`config.mk`:
```
export PLATFORM = sky130hd
export DESIGN_NAME = seven_segment_scan_driver
export DESIGN_NICKNAME = d
export VERILOG_FILES = /design/src/sv/ssd_pkg.sv /design/src/sv/ssd_queue.sv /design/src/sv/ssd_front.sv /design/src/sv/ssd_back.sv /design/src/sv/seven_segment_scan_driver.sv
export SDC_FILE = /design/constraint.sdc
export NUM_CORES = 1
export LEC_CHECK = 0
export BUFFER_PORTS_ARGS = -buffer_cell sky130_fd_sc_hd__buf_2
export CAP_MARGIN = 20
export CORE_ASPECT_RATIO = 0.9
export CORE_MARGIN = 5
export CORE_UTILIZATION = 60
export CTS_CLUSTER_DIAMETER = 120
export DETAILED_ROUTE_END_ITERATION = 10
export PLACE_DENSITY = 0.82
export SYNTH_ARGS = -nofsm -noshare
export SYNTH_HDL_FRONTEND = slang
export SYNTH_HIERARCHICAL = 1
export SYNTH_SLANG_ARGS = --single-unit
```
`constraint.sdc`:
```
create_clock -name clock -period 15.35 [get_ports clock]
set_input_delay 2.3025 -clock clock [delete_from_list [all_inputs] [get_ports clock]]
set_output_delay 2.3025 -clock clock [all_outputs]
set_load 0.005 [all_outputs]
```
`src/sv/ssd_pkg.sv`:
```
// ----------------------------------------------------------------------------
// Seven-segment scan driver package
// Shared types, codes and lookup functions for the scan driver blocks.
// ----------------------------------------------------------------------------
`default_nettype none

package ssd_pkg;

   // Request kinds carried on the input channel's tuser.
   typedef enum logic [1:0] {
      OP_TICK   = 2'd0,
      OP_NUMBER = 2'd1,
      OP_LEDS   = 2'd2,
      OP_NONE   = 2'd3
   } op_type;

   localparam int unsigned SLOT_W     = 4;
   localparam int unsigned STORE_SLOTS = 9;     // slots 0..8 hold bytes, slot 9 is blank
   localparam int unsigned LED_SLOT   = 8;
   localparam int unsigned NUM_MAX    = 9999;
   localparam logic [7:0]  LED_KEEP   = 8'h35;
   localparam logic [12:0] RECIP_TEN  = 13'd6554;  // round(2^16 / 10)

   // Key codes reported on the scan slots that carry a switch.
   localparam logic [2:0] KEY_NONE = 3'd0;
   localparam logic [2:0] KEY_1    = 3'd1;
   localparam logic [2:0] KEY_2    = 3'd2;
   localparam logic [2:0] KEY_3    = 3'd3;
   localparam logic [2:0] KEY_4    = 3'd4;

   // One scan job handed from the front to the back.
   typedef struct packed {
      logic [7:0]        seg_byte;
      logic [SLOT_W-1:0] channel;
      logic [2:0]        key_code;
   } scan_job_type;

   // Segment pattern of one decimal digit.
   function automatic logic [7:0] seg_pattern(input logic [3:0] digit);
      logic [7:0] pat;
      unique case (digit)
         4'd0:    pat = 8'hED;
         4'd1:    pat = 8'h21;
         4'd2:    pat = 8'h8F;
         4'd3:    pat = 8'hAB;
         4'd4:    pat = 8'h63;
         4'd5:    pat = 8'hEA;
         4'd6:    pat = 8'hEE;
         4'd7:    pat = 8'hA1;
         4'd8:    pat = 8'hEF;
         4'd9:    pat = 8'hEB;
         default: pat = 8'h80;
      endcase
      return pat;
   endfunction

   // Key code for a slot when the switch reads pressed.
   function automatic logic [2:0] key_for_slot(input logic [SLOT_W-1:0] slot,
                                                input logic pressed);
      logic [2:0] code;
      code = KEY_NONE;
      if (pressed) begin
         unique case (slot)
            4'd0:    code = KEY_1;
            4'd7:    code = KEY_2;
            4'd8:    code = KEY_3;
            4'd9:    code = KEY_4;
            default: code = KEY_NONE;
         endcase
      end
      return code;
   endfunction

endpackage

`default_nettype wire

```
`src/sv/ssd_queue.sv`:
```
// ----------------------------------------------------------------------------
// Scan job queue
// Two-entry queue that decouples the request front from the serial back.
// ----------------------------------------------------------------------------
`default_nettype none

module ssd_queue (
   input  wire                  clock,
   input  wire                  reset,
   input  wire                  push,
   input  ssd_pkg::scan_job_type push_job,
   output logic                 full,
   input  wire                  pop,
   output ssd_pkg::scan_job_type pop_job,
   output logic                 empty
);

   ssd_pkg::scan_job_type entry_ff [2];
   logic       wr_ptr_ff, wr_ptr_in;
   logic       rd_ptr_ff, rd_ptr_in;
   logic [1:0] count_ff, count_in;
   logic       do_push, do_pop;

   assign full    = (count_ff == 2'd2);
   assign empty   = (count_ff == 2'd0);
   assign pop_job = entry_ff[rd_ptr_ff];
   assign do_push = push && !full;
   assign do_pop  = pop && !empty;

   // Pointer and fill count update.
   always_comb begin
      wr_ptr_in = do_push ? !wr_ptr_ff : wr_ptr_ff;
      rd_ptr_in = do_pop  ? !rd_ptr_ff : rd_ptr_ff;
      count_in  = count_ff;
      if (do_push && !do_pop) begin
         count_in = count_ff + 2'd1;
      end else if (do_pop && !do_push) begin
         count_in = count_ff - 2'd1;
      end
   end

   always_ff @(posedge clock) begin
      if (reset) begin
         wr_ptr_ff <= 1'b0;
         rd_ptr_ff <= 1'b0;
         count_ff  <= 2'd0;
      end else begin
         wr_ptr_ff <= wr_ptr_in;
         rd_ptr_ff <= rd_ptr_in;
         count_ff  <= count_in;
      end
   end

   // Entry storage needs no reset.
   always_ff @(posedge clock) begin
      if (do_push) begin
         entry_ff[wr_ptr_ff] <= push_job;
      end
   end

endmodule

`default_nettype wire

```
`src/sv/ssd_front.sv`:
```
// ----------------------------------------------------------------------------
// Scan driver front
// Accepts request beats, keeps the slot bytes, converts numbers to digit
// patterns one digit per cycle and turns each scan tick into a scan job.
// ----------------------------------------------------------------------------
`default_nettype none

module ssd_front #(
   parameter int unsigned SCAN_SLOTS = 10
) (
   input  wire                   clock,
   input  wire                   reset,
   input  wire                   req_tvalid,
   output logic                  req_tready,
   input  wire  [23:0]           req_tdata,
   input  wire  [1:0]            req_tuser,
   output logic                  job_push,
   output ssd_pkg::scan_job_type job,
   input  wire                   job_full
);

   typedef enum logic [1:0] {
      ST_IDLE = 2'b01,
      ST_CONV = 2'b10
   } state_type;

   state_type state_ff, state_in;

   logic [7:0]  slot_ff [ssd_pkg::STORE_SLOTS];
   logic [3:0]  scan_idx_ff, scan_idx_in;
   logic [13:0] rem_ff, rem_in;
   logic [1:0]  digit_ff, digit_in;
   logic        bank_ff, bank_in;

   logic [15:0] number;
   logic        bank;
   logic [3:0]  leds;
   logic        key_low;
   logic        accept;
   ssd_pkg::op_type op;

   logic [26:0] prod;
   logic [9:0]  quot;
   logic [13:0] tens;
   logic [3:0]  digit_val;
   logic [7:0]  digit_pat;
   logic [3:0]  digit_slot;
   logic [4:0]  scan_next;
   logic [7:0]  scan_byte;
   logic [7:0]  led_byte;

   // Unpack the request beat.
   assign number  = req_tdata[15:0];
   assign bank    = req_tdata[16];
   assign leds    = req_tdata[20:17];
   assign key_low = req_tdata[21];
   assign op      = ssd_pkg::op_type'(req_tuser);

   assign req_tready = (state_ff == ST_IDLE) && !job_full;
   assign accept     = req_tvalid && req_tready;

   // One decimal digit per cycle through a reciprocal multiply.
   assign prod       = 27'(rem_ff) * 27'(ssd_pkg::RECIP_TEN);
   assign quot       = prod[25:16];
   assign tens       = 14'({quot, 3'b000}) + 14'({quot, 1'b0});
   assign digit_val  = 4'(rem_ff - tens);
   assign digit_slot = {1'b0, bank_ff, digit_ff};
   // Leading zeros blank: a zero remainder above the lowest digit means nothing is left.
   assign digit_pat  = ((digit_ff != 2'd0) && (rem_ff == 14'd0)) ? 8'h00
                                                                 : ssd_pkg::seg_pattern(digit_val);

   // Byte shown on the current slot; slot 9 and anything above is blank.
   assign scan_byte = (scan_idx_ff < 4'(ssd_pkg::STORE_SLOTS))
                      ? slot_ff[scan_idx_ff] : 8'h00;
   assign scan_next = 5'(scan_idx_ff) + 5'd1;

   // LED bits land on slot 8 bits 7, 6, 3 and 1.
   assign led_byte = (slot_ff[ssd_pkg::LED_SLOT] & ssd_pkg::LED_KEEP)
                   | {leds[0], leds[1], 2'b00, leds[2], 1'b0, leds[3], 1'b0};

   assign job_push     = accept && (op == ssd_pkg::OP_TICK);
   assign job.seg_byte = scan_byte;
   assign job.channel  = scan_idx_ff;
   assign job.key_code = ssd_pkg::key_for_slot(scan_idx_ff, key_low);

   // Control: classify the beat and run the digit conversion.
   always_comb begin
      state_in    = state_ff;
      scan_idx_in = scan_idx_ff;
      rem_in      = rem_ff;
      digit_in    = digit_ff;
      bank_in     = bank_ff;
      unique case (state_ff)
         ST_IDLE: begin
            if (accept && (op == ssd_pkg::OP_TICK)) begin
               scan_idx_in = (scan_next >= 5'(SCAN_SLOTS)) ? 4'd0 : scan_next[3:0];
            end
            if (accept && (op == ssd_pkg::OP_NUMBER)
                && (number <= 16'(ssd_pkg::NUM_MAX))) begin
               state_in = ST_CONV;
               rem_in   = number[13:0];
               digit_in = 2'd0;
               bank_in  = bank;
            end
         end
         ST_CONV: begin
            rem_in   = 14'(quot);
            digit_in = digit_ff + 2'd1;
            if (digit_ff == 2'd3) begin
               state_in = ST_IDLE;
            end
         end
         default: state_in = ST_IDLE;
      endcase
   end

   always_ff @(posedge clock) begin
      if (reset) begin
         state_ff    <= ST_IDLE;
         scan_idx_ff <= 4'd0;
      end else begin
         state_ff    <= state_in;
         scan_idx_ff <= scan_idx_in;
      end
   end

   always_ff @(posedge clock) begin
      rem_ff   <= rem_in;
      digit_ff <= digit_in;
      bank_ff  <= bank_in;
   end

   // Slot byte store: digit writes during conversion, LED writes when idle.
   always_ff @(posedge clock) begin
      if (reset) begin
         for (int i = 0; i < int'(ssd_pkg::STORE_SLOTS); i++) begin
            slot_ff[i] <= 8'h00;
         end
      end else if (state_ff == ST_CONV) begin
         slot_ff[digit_slot] <= digit_pat;
      end else if (accept && (op == ssd_pkg::OP_LEDS)) begin
         slot_ff[ssd_pkg::LED_SLOT] <= led_byte;
      end
   end

endmodule

`default_nettype wire

```
`src/sv/ssd_back.sv`:
```
// ----------------------------------------------------------------------------
// Scan driver back
// Takes scan jobs from the queue and shifts each byte out MSB first as
// eight result beats from a registered output stage.
// ----------------------------------------------------------------------------
`default_nettype none

module ssd_back (
   input  wire                   clock,
   input  wire                   reset,
   input  ssd_pkg::scan_job_type job,
   input  wire                   job_empty,
   output logic                  job_pop,
   output logic                  rsp_tvalid,
   input  wire                   rsp_tready,
   output logic [7:0]            rsp_tdata,
   output logic                  rsp_tlast
);

   logic                     busy_ff, busy_in;
   logic [7:0]               shift_ff, shift_in;
   logic [2:0]               bit_cnt_ff, bit_cnt_in;
   logic [ssd_pkg::SLOT_W-1:0] chan_ff, chan_in;
   logic [2:0]               key_ff, key_in;
   logic                     beat_done;
   logic                     final_beat;

   assign rsp_tvalid = busy_ff;
   assign rsp_tlast  = (bit_cnt_ff == 3'd7);
   assign rsp_tdata  = {key_ff, chan_ff, shift_ff[7]};
   assign beat_done  = busy_ff && rsp_tready;
   assign final_beat = beat_done && (bit_cnt_ff == 3'd7);
   assign job_pop    = (!busy_ff || final_beat) && !job_empty;

   // Load a new job when idle or on the eighth beat, otherwise shift on each beat.
   always_comb begin
      busy_in    = busy_ff;
      shift_in   = shift_ff;
      bit_cnt_in = bit_cnt_ff;
      chan_in    = chan_ff;
      key_in     = key_ff;
      if (job_pop) begin
         busy_in    = 1'b1;
         shift_in   = job.seg_byte;
         bit_cnt_in = 3'd0;
         chan_in    = job.channel;
         key_in     = job.key_code;
      end else if (final_beat) begin
         busy_in = 1'b0;
      end else if (beat_done) begin
         shift_in   = {shift_ff[6:0], 1'b0};
         bit_cnt_in = bit_cnt_ff + 3'd1;
      end
   end

   always_ff @(posedge clock) begin
      if (reset) begin
         busy_ff    <= 1'b0;
         bit_cnt_ff <= 3'd0;
      end else begin
         busy_ff    <= busy_in;
         bit_cnt_ff <= bit_cnt_in;
      end
   end

   always_ff @(posedge clock) begin
      shift_ff <= shift_in;
      chan_ff  <= chan_in;
      key_ff   <= key_in;
   end

endmodule

`default_nettype wire

```
`src/sv/seven_segment_scan_driver.sv`:
```
// ----------------------------------------------------------------------------
// Seven-segment scan driver
// Multiplexed display driver: digit and LED writes, serial scan output.
// ----------------------------------------------------------------------------
// A tick beat accepted with the back stage idle is written into the queue, then loaded
// into the back stage registers, which raise rsp_tvalid together with its first bit.
// Throughput: eight result beats per tick, one per cycle while rsp_tready is high,
// with ticks back to back; the serial shift register in the back stage sets that rate.
// A number write holds the request side while its four digits are converted.
// Reset: all slots blank, scan index zero, queue empty.
// ----------------------------------------------------------------------------
`default_nettype none

module seven_segment_scan_driver #(
   parameter int unsigned SCAN_SLOTS = 10
) (
   input  wire         clock,
   input  wire         reset,
   input  wire         req_tvalid,
   output logic        req_tready,
   input  wire  [23:0] req_tdata,   // number[15:0], bank[16], leds[20:17], key_low[21], zero
   input  wire  [1:0]  req_tuser,   // op[1:0]
   output logic        rsp_tvalid,
   input  wire         rsp_tready,
   output logic [7:0]  rsp_tdata,   // serial_bit[0], channel[4:1], key_code[7:5]
   output logic        rsp_tlast
);

   ssd_pkg::scan_job_type push_job;
   ssd_pkg::scan_job_type pop_job;
   logic                  job_push;
   logic                  job_full;
   logic                  job_pop;
   logic                  job_empty;

   // Front: request handling and slot store.
   ssd_front #(
      .SCAN_SLOTS (SCAN_SLOTS)
   ) u_front (
      .clock      (clock),
      .reset      (reset),
      .req_tvalid (req_tvalid),
      .req_tready (req_tready),
      .req_tdata  (req_tdata),
      .req_tuser  (req_tuser),
      .job_push   (job_push),
      .job        (push_job),
      .job_full   (job_full)
   );

   // Queue between front and back.
   ssd_queue u_queue (
      .clock    (clock),
      .reset    (reset),
      .push     (job_push),
      .push_job (push_job),
      .full     (job_full),
      .pop      (job_pop),
      .pop_job  (pop_job),
      .empty    (job_empty)
   );

   // Back: serial shift-out of each scan job.
   ssd_back u_back (
      .clock      (clock),
      .reset      (reset),
      .job        (pop_job),
      .job_empty  (job_empty),
      .job_pop    (job_pop),
      .rsp_tvalid (rsp_tvalid),
      .rsp_tready (rsp_tready),
      .rsp_tdata  (rsp_tdata),
      .rsp_tlast  (rsp_tlast)
   );

endmodule

`default_nettype wire

```
==> impl_metrics.yaml, run 1 <==
floorplanning:
  dieArea_sq_mm: 0.0230
  pin_count: 41
  core-area_sq_mm: 0.0199
  placementRows: 49
  initial_core_util_pct: 60.7
  chipHeight_microns: 145
  die_x_microns: 159
critical_path:
  cp_max_fo: 9
  arrival_ns: 7.74
  required_ns: 15.53
  worst_r2r_endpoint: "u_front/slot_ff[10][0]"
  crit_path_start_kind: "flop"
  reg2reg_depth: 23
  rrSetupSlack_ns: 7.79
  r2r-start: "u_front/rem_ff[7]"
  critPathKind: "reg -> reg"
  crit_path_end_kind: "flop"
global_routing:
  grt_pass1_vias: 7436
  overflow: 0
  grt_start_max_net_pins: 33
  grt_pass1_wl_microns: 38700
  antenna_found_initial: 0
  grt_use_total_pct: 21.1
route:
  ant_nets: 0
  routed_wl_microns: 23700
  drcViolationCount: 0
  drt_pre_antenna_iters: 5
  routedWlPerCell_microns: 18.5
  vias_per_cell: 5.58
  drtIter0Drc: 532
  route.vias.total: 7137
timing:
  fmax_ghz: 0.132
  fin_crit_ns: 7.56
  fin_crit_sh_pct: 49.3
  drv_slew: 0
  slew_headroom_pct: 32.3
  rsz0062_at_grt: "no"
  setup_viol_count_final: 0
  worstMarginPinSlew_ns: 1.01
  setup_tns_ns: 0
  hold_viol_final: 0
  skew_ns: 0.0201
clocking:
  cts_resized: 0
  cts_sinks: 209
  cts_max_level: 1
  cts_buffer_depth: 3
  numCtsBuffers: 22
  cts_setup_buffers: 0
  cts_tree: "yes"
  worst_setup_hold_path_clk_slew_ns: 0.06
  clk_latency_ns: 0.50
  hold_buffers: 0
  cts_root_buf: "clkbuf_16"
synth:
  async_flop_share_pct: 0
  synth-seq-cells: 209
  avgSynthCellArea_sq_um: 13.4
  yosys.area.top_type: "edfxtp_1"
  yosys.cell_count.top_type: "edfxtp_1"
  synth_edf_count: 190
  yosysSeqAreaShare_pct: 50.5
  synthesis.area_sq_mm: 0.0121
  synthTopCellsByArea: "edfxtp_1 (47%), ha_1 (12%), fa_1 (7.8%), mux4_2 (7.5%), inv_1 (4.4%)"
  synthCells: 903
  yosys.area.top_type_share_pct: 47.3
  yosysWarnings: 6
  synth.distinct_cells: 68
  yosys-top-cells-count: "edfxtp_1 (190), inv_1 (140), ha_1 (114)"
  synth_ff_type: "edfxtp_1"
cells_and_area:
  fill_cells: 1374
  nNetsFinal: 1200
  diodes: 0
  area_growth_pct: 12.2
  drive_above_1_share_pct: 16.2
  design_area_sq_mm: 0.0135
power:
  power_density_mw_per_mm2: 126
  peakVddDrop_v: 0.000104
  p_leak_nw: 5.74
outcome:
  status: "finished, final reports clean"
min_path:
  min_to: "u_queue/wr_ptr_ff"
  min_path_cells: 2
  hold_path_class: "reg -> reg"
  hp-start: "u_queue/wr_ptr_ff"
placed_design:
  dp_hpwl_microns: 16900
  gp_congestion: 0.877
  port_buffers: 38
  placed_cell_area_sq_mm: 0.0127
run:
  cap_viol_max_count: 0
-- final cells by class --
| class | count | area (sq um) | share of cell area (%) |
|---|---|---|---|
| sequential | 209 | 6090 | 45.0 |
| multi-input combinational | 594 | 5580 | 41.2 |
| clock buffer | 29 | 638 | 4.71 |
| inverter | 140 | 526 | 3.88 |
| tap | 255 | 319 | 2.36 |
| timing repair buffer | 42 | 224 | 1.65 |
| clock inverter | 11 | 168 | 1.24 |
-- cell families (layout without fill, tap and decap cells) --
logic type / Yosys count / count (layout) / share of synthesized area (%)
and+or+nand+nor: 203 / 203 / 8.37
AOI/OAI and AO/OA: 76 / 76 / 4.46
muxes: 68 / 68 / 10.2
adders and majority gates: 161 / 161 / 19.6
other: 1 / 64 / 0.0311
xor gates and xnor gates: 22 / 22 / 1.60
DFF: 209 / 209 / 50.5
buffers and inverters: 163 / 222 / 5.28
-- critical path, cell delays in order (launching register included) --
cell and delay (ns):
edfxtp_1 0.56, ha_1 0.37, inv_1 0.10, fa_1 0.54
inv_1 0.05, fa_1 0.51, fa_1 0.55, inv_1 0.06
fa_1 0.53, inv_1 0.05, ha_1 0.30, nand4_1 0.14
nor2_1 0.40, a211oi_4 0.16, o21ba_2 0.25, xnor2_1 0.16
ha_1 0.35, or3b_1 0.40, a221o_1 0.35, nor3_2 0.31
or3_4 0.22, nand2_1 0.10, o221ai_2 0.50, nand2b_1 0.29
-- metrics by stage --
step / util (%) / hold slack [ns] / cells / total power [mW] / setup slack (ns)
floorplan: - / 0.424 / 966 / 1.04 / 8.87
global placement: 64.0 / 0.465 / 1239 / 1.12 / 8.03
detailed placement: 64.0 / 0.477 / 1239 / 1.14 / 7.84
CTS: 68.1 / 0.487 / 1279 / 1.72 / 7.82
global route: 68.1 / 0.515 / 1280 / 1.79 / 7.36
finish: 68.1 / 0.488 / 1280 / 1.71 / 7.79
-- how the worst max path moves through the flow --
stage / start / end / slack [ns] / depth (start not counted)
floorplan: u_front/rem_ff[7] / u_front/slot_ff[10][1] / 8.87 / 23
finish: u_front/rem_ff[7] / u_front/slot_ff[10][0] / 7.79 / 23
CTS: u_front/rem_ff[7] / u_front/slot_ff[13][1] / 7.82 / 23
detailed placement: u_front/rem_ff[7] / u_front/slot_ff[10][0] / 7.84 / 23
global placement: u_front/rem_ff[7] / u_front/slot_ff[14][0] / 8.03 / 24
global route: u_front/rem_ff[7] / u_front/slot_ff[9][7] / 7.36 / 23
-- routing by layer --
metal / track usage (%) / wire [microns] / share of wire, % / vias up
met2: 35.8 / 11600 / 49 / 262
met4: 3.77 / 307 / 1.3 / 0
met3: 3.51 / 1620 / 6.8 / 31
li1: - / - / - / 3322
met5: 0 / 0 / 0 / -
met1: 29.6 / 10200 / 43 / 3522
-- cell usage in the layout, fill, tap and decap left out, types with 23 or more instances in the layout --
cell type	Yosys	layout
edfxtp_1	190	190
mux4_2	40	40
inv_1	140	140
ha_1	114	114
buf_2	8	38
clkbuf_16	0	23
nand2_1	34	34
conb_1	1	64
fa_1	47	47
nor2_1	76	76
-- report_power, final --
| part | internal, mW | switching [mW] | leakage (nW) | total [mW] |
|---|---|---|---|---|
| clock | 0.362 | 0.218 | 0.399 | 0.580 |
| combinational | 0.128 | 0.226 | 3.33 | 0.354 |
| sequential | 0.749 | 0.0271 | 2.01 | 0.777 |
| total | 1.24 | 0.471 | 5.74 | 1.71 |
-- sequential cells by signal, indices dropped and copies added, names as in the netlist, 2 cells and up, named ones only --
signal and flops:
u_back/bit_cnt_ff 3, u_back/chan_ff 4, u_back/key_ff 3, u_back/shift_ff 8, u_front/digit_ff 2, u_front/rem_ff 14, u_front/scan_idx_ff 4, u_front/slot_ff 128
u_front/state_ff 2, u_queue/count_ff 2, u_queue/entry_ff 30
Power figures use the tool's default switching activity.
==> run 2: changes to the inputs <==
CORE_UTILIZATION = 57   (was 60)
clock period = 6.1 ns   (was 15.35 ns; I/O delays follow)
==> impl_metrics.yaml, run 2 (same netlist as run 1, synthesis figures left out) <==
timing:
  hold_ws_ns: 0.489
  hold_viol_final: 0
  drv_slew: 0
  slew_headroom_pct: 25.3
  worstMarginPinSlew_ns: 1.12
  fin_crit_sh_pct: 110
  fmax_ghz: 0.149
  fin_crit_ns: 6.71
  skew_ns: 0.0123
  fin_ws_ns: -0.605
  setup_viol_count_final: 105
  rsz0062_at_grt: "yes"
  setup_tns_ns: -57.36
cells_and_area:
  design_area_sq_mm: 0.0145
  mostFrequentLayoutCells: "edfxtp_1 (190), inv_1 (126), ha_1 (100), buf_4 (65), conb_1 (64)"
  final_common_cell: "edfxtp_1"
  top_register: "u_front/slot_ff"
  area_growth_pct: 20.6
  drive_above_1_share_pct: 28.2
  top_regs: "u_front/slot_ff: 128 flops, u_queue/entry_ff: 30 flops, u_front/rem_ff: 14 flops"
  largest_reg_flops: 128
  nNetsFinal: 1272
  fin_cells: 1380
global_routing:
  antenna_found_initial: 2
  grt_pass1_wl_microns: 40500
  grt_use_total_pct: 21.6
  grt_pass1_vias: 7973
  grt_start_max_net_pins: 33
  overflow: 0
route:
  drt_pre_antenna_iters: 7
  routedWlPerCell_microns: 19.5
  route.vias.total: 7704
  ant_nets: 0
  drcViolationCount: 0
  vias_per_cell: 5.58
  drtIter0Drc: 744
  routed_wl_microns: 26900
min_path:
  hp-start: "u_queue/wr_ptr_ff"
  hold_path_class: "reg -> reg"
placed_design:
  gp_congestion: 0.863
  port_buffers: 38
  dp_hpwl_microns: 18100
  placed_cell_area_sq_mm: 0.0133
  place_inst: 1324
power:
  power_density_mw_per_mm2: 317
  p_leak_nw: 6.04
  peakVddDrop_v: 0.000160
  p_total_mw: 4.61
floorplanning:
  chipHeight_microns: 148
  pin_count: 41
  initial_core_util_pct: 57.9
  die_x_microns: 163
  placementRows: 50
  dieArea_sq_mm: 0.0242
  core-area_sq_mm: 0.0208
clocking:
  cts_tree: "yes"
  cts_max_level: 1
  clk_latency_ns: 0.49
  worst_setup_hold_path_clk_slew_ns: 0.07
  cts_sinks: 209
  numCtsBuffers: 21
  cts_buffer_depth: 3
  cts_root_buf: "clkbuf_16"
  hold_buffers: 0
critical_path:
  crit_path_max_incr_delay_ns: 0.55
  crit_path_end_kind: "flop"
  crit_slowest_cell: "fa_1"
  crit_path_start_kind: "flop"
  crit_path_end: "u_front/slot_ff[13][1]"
  required_ns: 6.33
  arrival_ns: 6.93
  worst_r2r_endpoint: "u_front/slot_ff[13][1]"
  r2r-start: "u_front/rem_ff[3]"
  reg2reg_depth: 26
  critPathKind: "reg -> reg"
  cp_max_fo: 7
  startpoint: "u_front/rem_ff[3]"
  rrSetupSlack_ns: -0.61
outcome:
  violations: "setup timing"
  status: "complete, but fails checks"
run:
  cap_viol_max_count: 0
run 2: cell types whose count changed in the layout (fill, tap and decap cells not counted), sizes merged:
cell,change
buf,+73
bufinv,-3
clkbuf,-2
clkinv,+1
diode,+1
inv,-1
run 2: metal layers:
layer / up-vias / part of all wire [%] / global-route usage [%] / wire length (microns)
met5: - / 0.056 / 0 / 15
met4: 2 / 3.0 / 5.49 / 811
met3: 82 / 7.3 / 3.71 / 1970
met2: 327 / 49 / 37.0 / 13200
met1: 3826 / 41 / 28.8 / 10900
li1: 3467 / - / - / -
run 2: what timing repair did:
item,CTS,global route
pin swaps,31,38
buffers inserted,9,11
gates resized for setup,39,54
setup endpoints to repair,105,105
run 2: layout make-up:
type / count / area, sq um
sequential: 209 / 6090
antenna: 1 / 2.50
clock buffer: 27 / 558
inverter: 140 / 531
timing repair buffer: 115 / 840
multi-input combinational: 594 / 6100
tap: 286 / 358
clock inverter: 8 / 65.1
fill: 1331 / 6290
run 2: worst min path at each step:
stage,endpoint,slack (ns),cells past startpoint
6_report,u_queue/wr_ptr_ff,0.49,2
5_1_grt,u_queue/wr_ptr_ff,0.51,2
4_1_cts,u_queue/wr_ptr_ff,0.48,2
3_5_place_dp,u_queue/wr_ptr_ff,0.47,2
3_3_place_gp,u_queue/wr_ptr_ff,0.47,2
2_1_floorplan,u_queue/entry_ff[0][6],0.42,0
run 2: critical path: cells and delay by family, from the launching register on:
kind	cells	cell delay, ns
buffers and inverters	7	0.56
DFF	1	0.44
AOI/OAI and AO/OA	5	1.13
adders and majority gates	7	2.90
and+or+nand+nor	6	1.26
xor gates and xnor gates	1	0.15
run 2: report_power, final:
part / total [mW] / leakage [nW] / switching [mW] / internal, mW
Clock: 1.19 / 0.307 / 0.503 / 0.686
Sequential: 1.95 / 2.01 / 0.0672 / 1.88
Combinational: 1.47 / 3.72 / 0.807 / 0.662
Total: 4.61 / 6.04 / 1.38 / 3.23
run 2: per-stage QoR:
stage	util [%]	setup WS, ns
2_1_floorplan	-	-0.187
3_3_place_gp	64.1	-0.368
3_5_place_dp	64.1	-0.576
4_1_cts	68.1	-0.409
5_1_grt	69.8	-0.752
6_report	69.8	-0.605
==> run 3: changes to the inputs <==
CORE_UTILIZATION = 55   (was 57)
PLACE_DENSITY = 0.8   (was 0.82)
==> impl_metrics.yaml, run 3 (same netlist as run 1, synthesis figures left out) <==
floorplanning:
  placementRows: 51
  dieArea_sq_mm: 0.0250
  pin_count: 41
  chipHeight_microns: 150
  die_x_microns: 166
  core-area_sq_mm: 0.0216
  initial_core_util_pct: 55.8
critical_path:
  cp_max_fo: 7
  crit_path_end_kind: "flop"
  startpoint: "u_front/rem_ff[3]"
  cp.depth: 25
  critical-path-top-delay-family: "adder cells"
  rrSetupSlack_ns: -0.46
  worst_r2r_endpoint: "u_front/slot_ff[5][5]"
  critPathKind: "reg -> reg"
  crit_path_max_incr_delay_ns: 0.54
  critPathBufInv: 6
  required_ns: 6.33
  reg2reg_depth: 25
  r2r-start: "u_front/rem_ff[3]"
  crit_slowest_cell: "fa_1"
  crit_path_end: "u_front/slot_ff[5][5]"
  arrival_ns: 6.79
  crit_path_start_kind: "flop"
global_routing:
  grt_pass1_wl_microns: 39600
  overflow: 0
  grt_util_met3_pct: 3.18
  grt-busiest-layer: "met2"
  grt_pass1_vias: 7621
  use_met2_pct: 33.9
  antenna_found_initial: 0
  grtUsageMet1_pct: 27.7
  grt_use_total_pct: 20.1
  grt_start_max_net_pins: 33
cells_and_area:
  fill_cells: 1465
  fin_cells: 1380
  diodes: 0
  area_growth_pct: 20.2
  top_regs: "u_front/slot_ff: 128 flops, u_queue/entry_ff: 30 flops, u_front/rem_ff: 14 flops"
  mostFrequentLayoutCells: "edfxtp_1 (190), inv_1 (128), ha_1 (103), conb_1 (64), buf_4 (61)"
  final_common_cell: "edfxtp_1"
  largest_reg_flops: 128
  top_register: "u_front/slot_ff"
  drive_above_1_share_pct: 27.3
  nNetsFinal: 1266
power:
  comb_power_share_pct: 30.6
  p_leak_nw: 6.03
  sequentialPowerShare_pct: 42.0
  internal_power_mw: 3.29
  p_sw_share_pct: 29.3
  peakVddDrop_v: 0.000263
  power_density_mw_per_mm2: 321
  p_clk_share_pct: 27.5
  p_sw_mw: 1.36
timing:
  fin_crit_ns: 6.56
  setup_viol_count_final: 105
  drv_slew: 0
  rsz0062_at_grt: "yes"
  worstMarginPinSlew_ns: 1.06
  fin_ws_ns: -0.460
  hold_ws_ns: 0.485
  fmax_ghz: 0.152
  hold_viol_final: 0
  skew_ns: 0.00867
  fin_crit_sh_pct: 108
  slew_headroom_pct: 29.6
placed_design:
  gp_congestion: 0.850
  dp_hpwl_microns: 17300
  place_inst: 1328
  port_buffers: 38
route:
  ant_nets: 0
  routed_wl_microns: 25200
  drt_pre_antenna_iters: 5
  route.vias.total: 7451
  drtIter0Drc: 503
  vias_per_cell: 5.40
  drcViolationCount: 0
  routedWlPerCell_microns: 18.3
outcome:
  violations: "setup timing"
  status: "complete, but fails checks"
clocking:
  cts_root_buf: "clkbuf_16"
  worst_setup_hold_path_clk_slew_ns: 0.06
  cts_max_level: 1
  numCtsBuffers: 21
  cts_tree: "yes"
  cts_sinks: 209
  clk_latency_ns: 0.49
  cts_buffer_depth: 3
min_path:
  hold_path_class: "reg -> reg"
  min_path_cells: 2
run:
  cap_viol_max_count: 0
## run 3: routing by layer
metal / up-vias / wire (microns)
li1: 3456 / -
met5: - / 0
met1: 3706 / 10800
met3: 42 / 1560
met2: 247 / 12400
met4: 0 / 492
## run 3: power groups by stage
| stage | Clock [mW] | Combinational [mW] | Sequential, mW |
|---|---|---|---|
| 2_1_floorplan | 0 | 0.754 | 1.95 |
| 3_3_place_gp | 0 | 1.08 | 1.96 |
| 3_5_place_dp | 0 | 1.11 | 1.98 |
| 4_1_cts | 1.30 | 1.32 | 1.95 |
| 5_1_grt | 1.37 | 1.52 | 1.97 |
| 6_report | 1.28 | 1.42 | 1.95 |
## run 3: worst min path at each step
stage,from,to
floorplan,u_front/scan_idx_ff[3],u_queue/entry_ff[0][6]
global placement,u_queue/wr_ptr_ff,u_queue/wr_ptr_ff
detailed placement,u_queue/wr_ptr_ff,u_queue/wr_ptr_ff
CTS,u_queue/wr_ptr_ff,u_queue/wr_ptr_ff
global route,u_queue/wr_ptr_ff,u_queue/wr_ptr_ff
finish,u_queue/wr_ptr_ff,u_queue/wr_ptr_ff
## run 3: repair_timing
action	CTS	global route
gates resized for setup	41	36
setup endpoints to repair	105	105
hold buffers	0	0
pin swaps	26	34
setup buffers	9	5
## run 3: cell type report
class / instances / area (sq um) / area share [%]
Sequential cell: 209 / 6090 / 42.0
Multi-Input combinational cell: 594 / 6050 / 41.7
Timing Repair Buffer: 109 / 796 / 5.49
Clock buffer: 26 / 544 / 3.75
Inverter: 140 / 526 / 3.62
Tap cell: 291 / 364 / 2.51
Clock inverter: 11 / 135 / 0.932
## run 3: tightest hold or removal path, cell delays in order, from the launching register on
cell and delay, ns:
dfxtp_1 0.31, o21ai_0 0.07, a21oi_1 0.06
## run 3: stage by stage
step	area, sq um	worst slack (ns)	util (%)	power (mW)	setup TNS [ns]
floorplan	12500	-0.187	-	2.70	-12.89
CTS	14300	-0.388	66.1	4.57	-36.30
global placement	13300	-0.418	61.7	3.04	-36.37
finish	14500	-0.460	67.0	4.66	-42.07
global route	14500	-0.660	67.0	4.86	-64.27
detailed placement	13300	-0.588	61.7	3.10	-47.96
